--- src/rtl/core/psls_pkg.sv ---
// Shared constants for the polygon scan line sequencer: field widths,
// opcodes, laser actions, scan phases, register indexes and reset values.
// No dependencies.
`default_nettype none

package psls_pkg;

  localparam int PERIOD_W = 16;
  localparam int PCT_W = 8;
  localparam int PROD_W = PERIOD_W + PCT_W;
  localparam int OP_W = 2;
  localparam int ACT_W = 3;
  localparam int PHASE_W = 3;
  localparam int CFG_W = 16;
  localparam int CFG_IDX_W = 3;

  localparam int PCT_DIVISOR = 100;
  localparam int PCT_DIV_W = 7;
  localparam int FILTER_DEPTH_DEF = 8;

  localparam logic [OP_W-1:0] OP_CAPTURE = 2'd0;
  localparam logic [OP_W-1:0] OP_COMPARE = 2'd1;
  localparam logic [OP_W-1:0] OP_SWAP = 2'd2;

  localparam logic [ACT_W-1:0] ACT_NONE = 3'd0;
  localparam logic [ACT_W-1:0] ACT_FORCE_ON = 3'd1;
  localparam logic [ACT_W-1:0] ACT_OFF = 3'd2;
  localparam logic [ACT_W-1:0] ACT_LINE_START = 3'd3;
  localparam logic [ACT_W-1:0] ACT_LINE_END = 3'd4;
  localparam logic [ACT_W-1:0] ACT_SYNC_ON = 3'd5;

  localparam logic [PHASE_W-1:0] PH_LASER_OFF = 3'd0;
  localparam logic [PHASE_W-1:0] PH_LINE_START = 3'd1;
  localparam logic [PHASE_W-1:0] PH_LINE_END = 3'd2;
  localparam logic [PHASE_W-1:0] PH_SYNC_ON = 3'd3;
  localparam logic [PHASE_W-1:0] PH_FINAL = 3'd4;

  localparam logic [CFG_IDX_W-1:0] REG_SLOW_LIMIT = 3'd0;
  localparam logic [CFG_IDX_W-1:0] REG_PCT_LASER_OFF = 3'd1;
  localparam logic [CFG_IDX_W-1:0] REG_PCT_LINE_START = 3'd2;
  localparam logic [CFG_IDX_W-1:0] REG_PCT_LINE_END = 3'd3;
  localparam logic [CFG_IDX_W-1:0] REG_PCT_SYNC_ON = 3'd4;
  localparam logic [CFG_IDX_W-1:0] REG_PCT_FINAL = 3'd5;

  localparam logic [PERIOD_W-1:0] RST_SLOW_LIMIT = 16'hFFFF;
  localparam logic [PCT_W-1:0] RST_PCT_LASER_OFF = 8'd2;
  localparam logic [PCT_W-1:0] RST_PCT_LINE_START = 8'd6;
  localparam logic [PCT_W-1:0] RST_PCT_LINE_END = 8'd50;
  localparam logic [PCT_W-1:0] RST_PCT_SYNC_ON = 8'd65;
  localparam logic [PCT_W-1:0] RST_PCT_FINAL = 8'd110;

endpackage

`default_nettype wire

--- src/rtl/core/psls_ring.sv ---
// Period ring of the moving-average filter: one write and one registered read
// per cycle, with a valid bit per entry so that unwritten entries read as zero.
// No dependencies.
`default_nettype none

module psls_ring #(
  parameter int DEPTH = 8,
  parameter int DATA_W = 16,
  localparam int AW = (DEPTH > 1) ? $clog2(DEPTH) : 1
) (
  input  wire logic              clk,
  input  wire logic              rst,
  input  wire logic              rd_en,
  input  wire logic [AW-1:0]     rd_addr,
  output logic      [DATA_W-1:0] rd_data,
  input  wire logic              wr_en,
  input  wire logic [AW-1:0]     wr_addr,
  input  wire logic [DATA_W-1:0] wr_data
);

  logic [DATA_W-1:0] mem [DEPTH];
  logic [DEPTH-1:0]  valid;
  logic [DATA_W-1:0] rd_raw;
  logic              rd_hit;

  always_ff @(posedge clk) begin
    if (wr_en) begin
      mem[wr_addr] <= wr_data;
    end
    if (rd_en) begin
      rd_raw <= mem[rd_addr];
    end
  end

  always_ff @(posedge clk) begin
    if (rst) begin
      valid <= '0;
      rd_hit <= 1'b0;
    end else begin
      if (wr_en) begin
        valid[wr_addr] <= 1'b1;
      end
      if (rd_en) begin
        rd_hit <= valid[rd_addr];
      end
    end
  end

  assign rd_data = rd_hit ? rd_raw : '0;

endmodule

`default_nettype wire

--- src/rtl/core/psls_serial_mul.sv ---
// Bit-serial shift-and-add multiplier, one multiplier bit per cycle.
// No dependencies.
`default_nettype none

module psls_serial_mul #(
  parameter int A_W = 16,
  parameter int B_W = 8,
  localparam int P_W = A_W + B_W,
  localparam int CNT_W = (B_W > 1) ? $clog2(B_W) : 1
) (
  input  wire logic           clk,
  input  wire logic           rst,
  input  wire logic           start,
  input  wire logic [A_W-1:0] a,
  input  wire logic [B_W-1:0] b,
  output logic                done,
  output logic      [P_W-1:0] product
);

  logic [P_W-1:0]   mcand;
  logic [B_W-1:0]   mplier;
  logic [P_W-1:0]   acc;
  logic [CNT_W-1:0] cnt;
  logic             busy;

  always_ff @(posedge clk) begin
    if (rst) begin
      busy <= 1'b0;
      done <= 1'b0;
      cnt <= '0;
    end else begin
      done <= 1'b0;
      if (start) begin
        busy <= 1'b1;
        cnt <= '0;
      end else if (busy) begin
        cnt <= cnt + CNT_W'(1);
        if (cnt == CNT_W'(B_W - 1)) begin
          busy <= 1'b0;
          done <= 1'b1;
        end
      end
    end
  end

  always_ff @(posedge clk) begin
    if (start) begin
      mcand <= P_W'(a);
      mplier <= b;
      acc <= '0;
    end else if (busy) begin
      if (mplier[0]) begin
        acc <= acc + mcand;
      end
      mcand <= {mcand[P_W-2:0], 1'b0};
      mplier <= mplier >> 1;
    end
  end

  assign product = acc;

endmodule

`default_nettype wire

--- src/rtl/core/psls_serial_div.sv ---
// Bit-serial restoring divider, one quotient bit per cycle, shared by the
// average and the percent scaling. No dependencies.
`default_nettype none

module psls_serial_div #(
  parameter int WIDTH = 24,
  parameter int DVS_W = 7,
  localparam int CNT_W = (WIDTH > 1) ? $clog2(WIDTH) : 1
) (
  input  wire logic             clk,
  input  wire logic             rst,
  input  wire logic             start,
  input  wire logic [WIDTH-1:0] dividend,
  input  wire logic [DVS_W-1:0] divisor,
  output logic                  done,
  output logic      [WIDTH-1:0] quotient
);

  logic [WIDTH-1:0] quo;
  logic [DVS_W-1:0] rem;
  logic [DVS_W-1:0] dvs;
  logic [CNT_W-1:0] cnt;
  logic             busy;
  logic [DVS_W:0]   shifted;
  logic [DVS_W:0]   diff;
  logic             fits;
  logic [DVS_W-1:0] rem_next;

  always_comb begin
    shifted = {rem, quo[WIDTH-1]};
    diff = shifted - {1'b0, dvs};
    fits = ~diff[DVS_W];
    rem_next = fits ? diff[DVS_W-1:0] : shifted[DVS_W-1:0];
  end

  always_ff @(posedge clk) begin
    if (rst) begin
      busy <= 1'b0;
      done <= 1'b0;
      cnt <= '0;
    end else begin
      done <= 1'b0;
      if (start) begin
        busy <= 1'b1;
        cnt <= '0;
      end else if (busy) begin
        cnt <= cnt + CNT_W'(1);
        if (cnt == CNT_W'(WIDTH - 1)) begin
          busy <= 1'b0;
          done <= 1'b1;
        end
      end
    end
  end

  always_ff @(posedge clk) begin
    if (start) begin
      quo <= dividend;
      rem <= '0;
      dvs <= divisor;
    end else if (busy) begin
      quo <= {quo[WIDTH-2:0], fits};
      rem <= rem_next;
    end
  end

  assign quotient = quo;

endmodule

`default_nettype wire

--- src/rtl/core/polygon_scan_line_sequencer.sv ---
// Top level of the polygon scan line sequencer: command decode, phase sequencer,
// running filter sum and result register. Uses psls_pkg, psls_ring,
// psls_serial_mul and psls_serial_div.
//
//   channel   direction  handshake           payload
//   cmd       in         cmd_valid/ready     opcode, captured_period, vertical_row_zero
//   res       out        res_valid/ready     compare_time .. modulation_on
//   cfg       in         cfg_we              cfg_index, cfg_data
//
// A capture runs the shared bit-serial divider once for the average and once for the
// percent scaling, and the multiplier works through the percent one bit at a time. A
// compare match runs only the multiply and the percent division, a forced-on or past-end
// compare neither, a forced-on capture only the average division, and a swap request or
// unused opcode goes straight to the result. cmd_ready rises with res_valid as each result
// is registered. Reset clears the ring valid bits at once, so no clearing pass is needed.
// A stalled result sits in the output register while the next command runs.
`default_nettype none

module polygon_scan_line_sequencer #(
  parameter int FILTER_DEPTH = psls_pkg::FILTER_DEPTH_DEF,
  localparam int PTR_W = (FILTER_DEPTH > 1) ? $clog2(FILTER_DEPTH) : 1
) (
  input  wire logic                           clk,
  input  wire logic                           rst,
  input  wire logic                           cmd_valid,
  output logic                                cmd_ready,
  input  wire logic [psls_pkg::OP_W-1:0]      opcode,
  input  wire logic [psls_pkg::PERIOD_W-1:0]  captured_period,
  input  wire logic                           vertical_row_zero,
  output logic                                res_valid,
  input  wire logic                           res_ready,
  output logic      [psls_pkg::PERIOD_W-1:0]  compare_time,
  output logic                                compare_load,
  output logic      [psls_pkg::ACT_W-1:0]     laser_action,
  output logic                                buffer_swap,
  output logic      [psls_pkg::PERIOD_W-1:0]  filtered_period,
  output logic                                modulation_on,
  input  wire logic                           cfg_we,
  input  wire logic [psls_pkg::CFG_IDX_W-1:0] cfg_index,
  input  wire logic [psls_pkg::CFG_W-1:0]     cfg_data
);

  localparam int SUM_W = psls_pkg::PERIOD_W + $clog2(FILTER_DEPTH);
  localparam int DIV_W = (SUM_W > psls_pkg::PROD_W) ? SUM_W : psls_pkg::PROD_W;
  localparam int DEPTH_BITS = $clog2(FILTER_DEPTH + 1);
  localparam int DVS_W = (DEPTH_BITS > psls_pkg::PCT_DIV_W) ? DEPTH_BITS
                                                            : psls_pkg::PCT_DIV_W;

  localparam logic [2:0] ST_IDLE = 3'd0;
  localparam logic [2:0] ST_READ = 3'd1;
  localparam logic [2:0] ST_AVG = 3'd2;
  localparam logic [2:0] ST_SEQ = 3'd3;
  localparam logic [2:0] ST_MUL = 3'd4;
  localparam logic [2:0] ST_QUO = 3'd5;
  localparam logic [2:0] ST_DONE = 3'd6;

  logic [2:0] state;

  logic [psls_pkg::PERIOD_W-1:0] slow_period_limit;
  logic [psls_pkg::PCT_W-1:0]    pct_laser_off;
  logic [psls_pkg::PCT_W-1:0]    pct_line_start;
  logic [psls_pkg::PCT_W-1:0]    pct_line_end;
  logic [psls_pkg::PCT_W-1:0]    pct_sync_on;
  logic [psls_pkg::PCT_W-1:0]    pct_final;

  logic [psls_pkg::PHASE_W-1:0]  scan_phase;
  logic                          laser_forced_on;
  logic [psls_pkg::PERIOD_W-1:0] last_period;
  logic                          swap_pending;
  logic [PTR_W-1:0]              ring_pointer;
  logic [PTR_W-1:0]              ring_pointer_next;
  logic [SUM_W-1:0]              ring_sum;
  logic [SUM_W:0]                ring_sum_next;
  logic [psls_pkg::PERIOD_W-1:0] average;

  logic [psls_pkg::PERIOD_W-1:0] cur_period;
  logic                          cur_row_zero;

  logic [psls_pkg::PERIOD_W-1:0] work_time;
  logic                          work_load;
  logic [psls_pkg::ACT_W-1:0]    work_action;
  logic                          work_swap;

  logic                          cmd_accept;
  logic [psls_pkg::PERIOD_W-1:0] ring_rd_data;
  logic [psls_pkg::PCT_W-1:0]    phase_pct;
  logic [psls_pkg::ACT_W-1:0]    phase_action;
  logic                          mul_start;
  logic                          mul_done;
  logic [psls_pkg::PROD_W-1:0]   mul_product;
  logic                          div_start;
  logic                          div_done;
  logic [DIV_W-1:0]              div_dividend;
  logic [DVS_W-1:0]              div_divisor;
  logic [DIV_W-1:0]              div_quotient;

  assign cmd_ready = (state == ST_IDLE);
  assign cmd_accept = cmd_valid && cmd_ready;

  always_comb begin
    if (ring_pointer == PTR_W'(FILTER_DEPTH - 1)) begin
      ring_pointer_next = '0;
    end else begin
      ring_pointer_next = ring_pointer + PTR_W'(1);
    end
    ring_sum_next = {1'b0, ring_sum} + (SUM_W + 1)'(cur_period)
                    - (SUM_W + 1)'(ring_rd_data);
  end

  always_comb begin
    unique case (scan_phase)
      psls_pkg::PH_LASER_OFF: begin
        phase_pct = pct_laser_off;
        phase_action = psls_pkg::ACT_NONE;
      end
      psls_pkg::PH_LINE_START: begin
        phase_pct = pct_line_start;
        phase_action = psls_pkg::ACT_OFF;
      end
      psls_pkg::PH_LINE_END: begin
        phase_pct = pct_line_end;
        phase_action = psls_pkg::ACT_LINE_START;
      end
      psls_pkg::PH_SYNC_ON: begin
        phase_pct = pct_sync_on;
        phase_action = psls_pkg::ACT_LINE_END;
      end
      psls_pkg::PH_FINAL: begin
        phase_pct = pct_final;
        phase_action = psls_pkg::ACT_SYNC_ON;
      end
      default: begin
        phase_pct = '0;
        phase_action = psls_pkg::ACT_NONE;
      end
    endcase
  end

  assign mul_start = (state == ST_SEQ) && !laser_forced_on
                     && (scan_phase <= psls_pkg::PH_FINAL);
  assign div_start = (state == ST_READ) || ((state == ST_MUL) && mul_done);

  always_comb begin
    if (state == ST_READ) begin
      div_dividend = DIV_W'(ring_sum_next[SUM_W-1:0]);
      div_divisor = DVS_W'(FILTER_DEPTH);
    end else begin
      div_dividend = DIV_W'(mul_product);
      div_divisor = DVS_W'(psls_pkg::PCT_DIVISOR);
    end
  end

  psls_ring #(
    .DEPTH  (FILTER_DEPTH),
    .DATA_W (psls_pkg::PERIOD_W)
  ) u_ring (
    .clk     (clk),
    .rst     (rst),
    .rd_en   (cmd_accept),
    .rd_addr (ring_pointer_next),
    .rd_data (ring_rd_data),
    .wr_en   (state == ST_READ),
    .wr_addr (ring_pointer),
    .wr_data (cur_period)
  );

  psls_serial_mul #(
    .A_W (psls_pkg::PERIOD_W),
    .B_W (psls_pkg::PCT_W)
  ) u_mul (
    .clk     (clk),
    .rst     (rst),
    .start   (mul_start),
    .a       (last_period),
    .b       (phase_pct),
    .done    (mul_done),
    .product (mul_product)
  );

  psls_serial_div #(
    .WIDTH (DIV_W),
    .DVS_W (DVS_W)
  ) u_div (
    .clk      (clk),
    .rst      (rst),
    .start    (div_start),
    .dividend (div_dividend),
    .divisor  (div_divisor),
    .done     (div_done),
    .quotient (div_quotient)
  );

  always_ff @(posedge clk) begin
    if (rst) begin
      slow_period_limit <= psls_pkg::RST_SLOW_LIMIT;
      pct_laser_off <= psls_pkg::RST_PCT_LASER_OFF;
      pct_line_start <= psls_pkg::RST_PCT_LINE_START;
      pct_line_end <= psls_pkg::RST_PCT_LINE_END;
      pct_sync_on <= psls_pkg::RST_PCT_SYNC_ON;
      pct_final <= psls_pkg::RST_PCT_FINAL;
    end else if (cfg_we) begin
      unique case (cfg_index)
        psls_pkg::REG_SLOW_LIMIT: slow_period_limit <= cfg_data;
        psls_pkg::REG_PCT_LASER_OFF: pct_laser_off <= cfg_data[psls_pkg::PCT_W-1:0];
        psls_pkg::REG_PCT_LINE_START: pct_line_start <= cfg_data[psls_pkg::PCT_W-1:0];
        psls_pkg::REG_PCT_LINE_END: pct_line_end <= cfg_data[psls_pkg::PCT_W-1:0];
        psls_pkg::REG_PCT_SYNC_ON: pct_sync_on <= cfg_data[psls_pkg::PCT_W-1:0];
        psls_pkg::REG_PCT_FINAL: pct_final <= cfg_data[psls_pkg::PCT_W-1:0];
        default: begin
        end
      endcase
    end
  end

  always_ff @(posedge clk) begin
    if (rst) begin
      state <= ST_IDLE;
      scan_phase <= '0;
      laser_forced_on <= 1'b1;
      last_period <= '0;
      swap_pending <= 1'b0;
      ring_pointer <= '0;
      ring_sum <= '0;
      average <= '0;
      res_valid <= 1'b0;
    end else begin
      if (res_valid && res_ready && (state != ST_DONE)) begin
        res_valid <= 1'b0;
      end
      unique case (state)
        ST_IDLE: begin
          if (cmd_accept) begin
            cur_period <= captured_period;
            cur_row_zero <= vertical_row_zero;
            work_time <= '0;
            work_load <= 1'b0;
            work_action <= psls_pkg::ACT_NONE;
            work_swap <= 1'b0;
            priority if (opcode == psls_pkg::OP_CAPTURE) begin
              ring_pointer <= ring_pointer_next;
              last_period <= captured_period;
              scan_phase <= '0;
              laser_forced_on <= (captured_period > slow_period_limit);
              state <= ST_READ;
            end else if (opcode == psls_pkg::OP_COMPARE) begin
              state <= ST_SEQ;
            end else if (opcode == psls_pkg::OP_SWAP) begin
              swap_pending <= 1'b1;
              state <= ST_DONE;
            end else begin
              state <= ST_DONE;
            end
          end
        end
        ST_READ: begin
          ring_sum <= ring_sum_next[SUM_W-1:0];
          state <= ST_AVG;
        end
        ST_AVG: begin
          if (div_done) begin
            average <= div_quotient[psls_pkg::PERIOD_W-1:0];
            state <= ST_SEQ;
          end
        end
        ST_SEQ: begin
          priority if (laser_forced_on) begin
            work_action <= psls_pkg::ACT_FORCE_ON;
            state <= ST_DONE;
          end else if (scan_phase > psls_pkg::PH_FINAL) begin
            state <= ST_DONE;
          end else begin
            work_action <= phase_action;
            if ((scan_phase == psls_pkg::PH_SYNC_ON) && swap_pending && cur_row_zero) begin
              work_swap <= 1'b1;
              swap_pending <= 1'b0;
            end
            scan_phase <= scan_phase + psls_pkg::PHASE_W'(1);
            state <= ST_MUL;
          end
        end
        ST_MUL: begin
          if (mul_done) begin
            state <= ST_QUO;
          end
        end
        ST_QUO: begin
          if (div_done) begin
            work_time <= div_quotient[psls_pkg::PERIOD_W-1:0];
            work_load <= 1'b1;
            state <= ST_DONE;
          end
        end
        ST_DONE: begin
          if (!res_valid || res_ready) begin
            compare_time <= work_time;
            compare_load <= work_load;
            laser_action <= work_action;
            buffer_swap <= work_swap;
            filtered_period <= average;
            modulation_on <= ~laser_forced_on;
            res_valid <= 1'b1;
            state <= ST_IDLE;
          end
        end
        default: begin
          state <= ST_IDLE;
        end
      endcase
    end
  end

endmodule

`default_nettype wire

--- config.mk ---
export PLATFORM = sky130hd
export DESIGN_NAME = polygon_scan_line_sequencer
export DESIGN_NICKNAME = d
export VERILOG_FILES = /design/src/rtl/core/psls_pkg.sv /design/src/rtl/core/psls_ring.sv /design/src/rtl/core/psls_serial_mul.sv /design/src/rtl/core/psls_serial_div.sv /design/src/rtl/core/polygon_scan_line_sequencer.sv
export SDC_FILE = /design/constraint.sdc
export NUM_CORES = 1
export LEC_CHECK = 0
export BUFFER_PORTS_ARGS = -buffer_cell sky130_fd_sc_hd__buf_2
export CELL_PAD_IN_SITES_DETAIL_PLACEMENT = 2
export CELL_PAD_IN_SITES_GLOBAL_PLACEMENT = 2
export CORE_ASPECT_RATIO = 0.75
export CORE_MARGIN = 2
export CORE_UTILIZATION = 42
export DETAILED_ROUTE_END_ITERATION = 16
export PLACE_DENSITY = 0.85
export SYNTH_ARGS = -nofsm -noshare
export SYNTH_HDL_FRONTEND = slang
export SYNTH_SLANG_ARGS = --single-unit
export TNS_END_PERCENT = 5
--- constraint.sdc ---
create_clock -name clk -period 5.3 [get_ports clk]
set_input_delay 0.795 -clock clk [delete_from_list [all_inputs] [get_ports clk]]
set_output_delay 0.795 -clock clk [all_outputs]
set_load 0.05 [all_outputs]
Yosys cells after proc, flatten, opt, wreduce, memory -nomap -nowiden
Memory sizes are Yosys's and may differ from the RTL's. A register that Yosys moved wholly into a read port is not among the register bits.
Index checks and enable logic that the tools add are counted.
{"block": "op_classes", "add_sub_neg": 8, "order_cmp": 6, "eq_ne": 34, "muxes": 67, "n_bitwise": 6, "reduce_logical": 42}
{"cell": "$mux W16", "count": 5}
{"cell": "$mux W24", "count": 3}
{"cell": "$mux W3", "count": 15}
{"cell": "$pmux W8 S5", "count": 1}
{"cell": "$pmux W16 S2", "count": 1}
{"cell": "$mux W1", "count": 27}
{"cell": "$add A24 B24 Y24", "count": 1}
{"cell": "$eq A3 B3 Y1 const B", "count": 8}
{"cell": "$pmux W3 S7", "count": 1}
{"cell": "$add A19 B16 Y19", "count": 1}
{"cell": "$sub A19 B16 Y19", "count": 1}
{"cell": "$eq A3 B2 Y1 const B", "count": 6}
{"cell": "$gt A16 B16 Y1", "count": 1}
{"cell": "$mux W8", "count": 2}
{"cell": "$reduce_and A2 Y1", "count": 8}
{"cell": "$mux W7", "count": 2}
{"cell": "$ne A2 B1 Y1 const B", "count": 7}
{"cell": "$pmux W3 S2", "count": 2}
{"cell": "$pmux W3 S4", "count": 1}
{"cell": "$ne A2 B2 Y1 const B", "count": 5}
{"cell": "$reduce_and A5 Y1", "count": 2}
{"cell": "$add A3 B1 Y3 const B", "count": 3}
{"cell": "$eq A3 B1 Y1 const B", "count": 3}
{"cell": "$logic_and A1 B1 Y1", "count": 9}
{"cell": "27 further kinds", "count": 48}
{"block": "word_totals", "reg_bits": 310, "ram_bits": 128, "input_bits": 43, "out_inout_bits": 40, "wordCells": 206, "mem_count": 1}
{"memory": "u_ring.mem", "depth": 8, "word_bits": 16, "rd": 1, "rd_clocked_by_memory_dff": 1, "wr": 1, "line": "psls_ring.sv:21", "text": "logic [DATA_W-1:0] mem [DEPTH];"}

Longest topological paths before layout
{"block": "depth", "depth_word": 7, "depth_mapped": 14, "mapped_depth_nobuf": 14}

Hierarchy
A second synthesis with hierarchy kept.
{"block": "hier_totals", "cells_unflattened": 1782, "hier_area_um2": 20905.0}
{"mod": "polygon_scan_line_sequencer", "instances": 1, "cells_each": 993, "area_each_um2": 9203.8, "seq_area_each_um2": 4664.5}
{"mod": "psls_ring", "instances": 1, "cells_each": 259, "area_each_um2": 5916.9, "seq_area_each_um2": 4504.3}
{"mod": "psls_serial_mul", "instances": 1, "cells_each": 352, "area_each_um2": 3570.9, "seq_area_each_um2": 1461.4}
{"mod": "psls_serial_div", "instances": 1, "cells_each": 178, "area_each_um2": 2213.4, "seq_area_each_um2": 1211.2}

Least setup slack after synthesis
Ideal clock, no wire load.
{"block": "synth_path", "path_kind": "input-to-reg", "from": "input rst", "to": "register buffer_swap (enable)", "setup_time_ns": 0.481, "t_arrival_ns": 3.756, "required_time_ns": 4.819, "path_slack_ns": 1.063, "path_stages": 3, "n_path_buf": 2, "path_cell_list": "clkbuf_1 -> clkbuf_1 -> nor3_1"}
{"block": "synth_via", "elab_chain_len": 2}
{"item": "start: declaration", "line": "polygon_scan_line_sequencer.sv:24", "text": "input wire logic rst,"}
{"item": "$not A1 Y1 (no line)"}
{"item": "$reduce_and A3 Y1 (no line)"}
{"item": "end signal: assignment", "line": "polygon_scan_line_sequencer.sv:298", "text": "buffer_swap <= work_swap;"}
{"item": "end: declaration", "line": "polygon_scan_line_sequencer.sv:35", "text": "output logic buffer_swap,"}
No other way between the ends.
A chain may end at the register's enable or synchronous reset.

Final worst setup path
{"block": "layout_path", "from": "register u_ring.rd_hit", "to": "register u_div.quo[18], in the netlist u_div.quotient[18], data pin"}
{"block": "layout_via", "elab_chain_len": 4}
{"item": "start: declaration", "line": "psls_ring.sv:24", "text": "logic rd_hit;"}
{"item": "start signal: assignment", "line": "psls_ring.sv:44", "text": "rd_hit <= valid[rd_addr];"}
{"item": "$mux W16", "line": "psls_ring.sv:49", "text": "assign rd_data = rd_hit ? rd_raw : '0;"}
{"item": "$sub A19 B16 Y19", "line": "polygon_scan_line_sequencer.sv:107", "text": "- (SUM_W + 1)'(ring_rd_data);"}
{"item": "$mux W24", "line": "polygon_scan_line_sequencer.sv:144", "text": "if (state == ST_READ) begin"}
{"item": "$mux W24", "line": "psls_serial_div.sv:57", "text": "if (start) begin"}
{"item": "end signal: assignment", "line": "psls_serial_div.sv:58", "text": "quo <= dividend;"}
{"item": "end signal: assignment", "line": "psls_serial_div.sv:62", "text": "quo <= {quo[WIDTH-2:0], fits};"}
{"item": "end: declaration", "line": "psls_serial_div.sv:19", "text": "logic [WIDTH-1:0] quo;"}
No other way between the ends.

==> impl_metrics.toml <==
[place]
place.detailed.hpwl_um = 44320
port_buffers = 82
gp_congestion = 0.8291

[clocking]
cts_buffers = 46
cts_hold_buf = 0
clkSinkCount = 449
cts_tree = "done"
clockRootBuffer = "clkbuf_16"
clock_path_buffers = 3
h-tree-depth = 2
cts_setup_buffers = 0
cts.clk_slew.worst_paths_ns = 0.06
clk_latency_ns = 0.59
cts_resized = 0

[power]
powerDensity_nw_per_um2 = 490.0
vdd_drop_max_mv = 0.2055
leakagePower_nw = 8.580
power_mw = 11.10

[detailed_routing]
finalWirelength_um = 65990
drt_first_pass_iters = 6
drc = 0
ant_nets = 0
drt_iter0_drc = 985
routed_via_density = 5.777
wire_per_inst_um = 26.27
dr_total_vias = 14510

[yosys]
async_flop_share_pct = 0
synth.distinct_cells = 72
syn_area_per_cell_um2 = 11.35
synthSimpleGateAreaFrac_pct = 12.49
yosysMostFrequentCell = "nand2_1"
ys.flop_type = "edfxtp_1"
synthXorXnorAreaFrac_pct = 1.609
synthesis.nets = 1907
synthAdderAreaFrac_pct = 6.263
synth_top_area_cell = "edfxtp_1"
synth_top_family_by_area = "simple AND/OR/NAND/NOR gates"
ys_warn_count = 0
syn_area_um2 = 20140
synth_cells = 1774
ys_ff_latch = 449
yosysTopAreaCellShare_pct = 40.26
seq_area_frac_synth_pct = 58.06
synth_compound_area_share_pct = 11.32
ys_top_cells_by_area = "edfxtp_1, dfxtp_1, nand2_1, ha_1, mux4_2"
muxShareOfSynthArea_pct = 6.592
synth_edf_count = 270
synth_common_cells = "nand2_1, edfxtp_1, dfxtp_1"

[layout]
drive_above_1_share_pct = 12.73
fin_nets = 1966
area_growth_syn_to_layout_pct = 12.53
fill_cells = 4701

[global_route]
antenna_found_initial = 4
grt_max_degree = 81
grt_pass1_wl_um = 100400
grt_pass1_vias = 16110
gr-total-overflow = 0
gr-usage-all-layers_pct = 26.57

[die]
initial_core_util_pct = 42.49
die_y_um = 193.6
die_x_um = 256.8
ioPinCount = 83
dieArea_um2 = 49730
rows = 69
core_area_um2 = 47400

[worst_hold_path]
min_from = "cfg_data[13]"
min_path_type = "input port to flip-flop"
hold_end = "slow_period_limit[13]"
holdPathStages = 2

[sta]
fin_crit_sh_pct = 79.12
fmax_ghz = 0.2385
finClkSkew_ns = 0.01521
final_max_slew_viol_count = 0
post-route-min-period_ns = 4.193
setup_violations = 0
rsz0062_at_grt = "no"
maxSlewHeadroom_pct = 14.38
tightestPinTransition_ns = 1.280
setup-tns-final_ns = 0
hold_viol_final = 0

[setup_path]
critPathRequiredTime_ns = 5.63
crit_type = "flip-flop to flip-flop"
r2r_slack_ns = 1.11
r2r-end = "u_div.quotient[18]"
r2r_cells = 12
worstSetupEndpointType = "flip-flop"
cp_max_fo = 17
start_kind = "flip-flop"
r2r-start = "u_ring.rd_hit"
critPathArrivalTime_ns = 4.52

[flow_run]
drv_cap = 0

[status]
status = "finished clean"
-- cell type report --
class	instances	area, µm²	share of cell area (%)
multi-input cells	1133	7782	34.34
diodes	3	7.507	0.03313
clock inverters	17	182.7	0.8061
repair buffers	100	548.0	2.418
clock buffers	68	1264	5.576
inverters	103	386.6	1.706
well taps	639	799.5	3.528
flip-flops and latches	449	11690	51.59
-- flip-flops by register name, summed over array words and instances, names as in the netlist, 19 cells and up --
name	count
u_ring.mem	128
u_div.quotient	24
u_mul.mcand	24
u_mul.product	24
ring_sum	19
-- per-layer routing --
layer | track usage (%) | up-vias | routed length [µm]
met4 | 10.44 | 0 | 2562
met5 | 0 | - | 0
met2 | 45.67 | 426 | 32590
met1 | 33.76 | 7490 | 27470
met3 | 4.105 | 137 | 3362
li1 | - | 6458 | -
-- critical path, stage by stage (launching register included) --
cell      delay [ns]
dfxtp_1         0.76
and2_1          0.26
fa_1            0.43
inv_1           0.07
ha_1            0.27
nor2b_1         0.16
o31ai_1         0.66
a211oi_1        0.23
or3_1           0.38
a31oi_1         0.23
xnor2_1         0.23
xor2_1          0.20
o21ai_1         0.07
-- cells in the final DEF (no fill, tap or decap), types with 9 or more instances in the layout --
master / count
nand2_1: 280
edfxtp_1: 270
dfxtp_1: 179
a21oi_1: 146
nor2_1: 111
inv_1: 102
buf_2: 81
ha_1: 71
o21ai_0: 56
clkbuf_16: 46
and2_1: 39
mux2i_1: 37
mux4_2: 34
nand3_1: 25
xor2_1: 21
a211oi_1: 20
a211o_1: 20
a21o_1: 19
clkbuf_1: 19
buf_4: 19
fa_1: 18
mux2_2: 17
nor3_1: 16
nor2b_1: 16
xnor2_1: 16
nand3b_1: 15
o21a_1: 14
nand2b_1: 10
nand4_1: 9
a22oi_1: 9
-- worst max-delay path by stage --
stage,start,cells past startpoint,end
floorplan,rst,3,buffer_swap
global placement,u_ring.rd_hit,12,u_div.quotient[18]
detailed placement,u_ring.rd_hit,12,u_div.quotient[18]
CTS,u_ring.rd_hit,12,u_div.quotient[18]
global route,u_ring.rd_hit,12,u_div.quotient[18]
finish,u_ring.rd_hit,12,u_div.quotient[18]
-- through the flow --
stage	instance area (µm²)	util, %	cells	hold WS, ns	worst slack (ns)
floorplan	20140	-	1774	0.4003	1.063
global placement	21210	44.75	2424	0.4019	1.611
detailed placement	21210	44.75	2424	0.4065	1.308
CTS	22650	47.80	2509	0.3862	1.197
global route	22650	47.80	2509	0.4087	0.9505
finish	22660	47.81	2512	0.4180	1.107
-- logic make-up after synthesis --
group | count (synthesis)
simple gates | 560
flops | 449
compound gates | 358
buf+inv | 192
fa+ha+maj | 90
mux | 88
xor+xnor | 37
-- power breakdown --
part / internal [mW] / total (mW) / switching (mW)
clock: 1.81 / 3.24 / 1.43
sequential: 4.23 / 4.62 / 0.397
combinational: 1.14 / 3.24 / 2.10
Note: power is estimated with default switching activity, not from simulation.
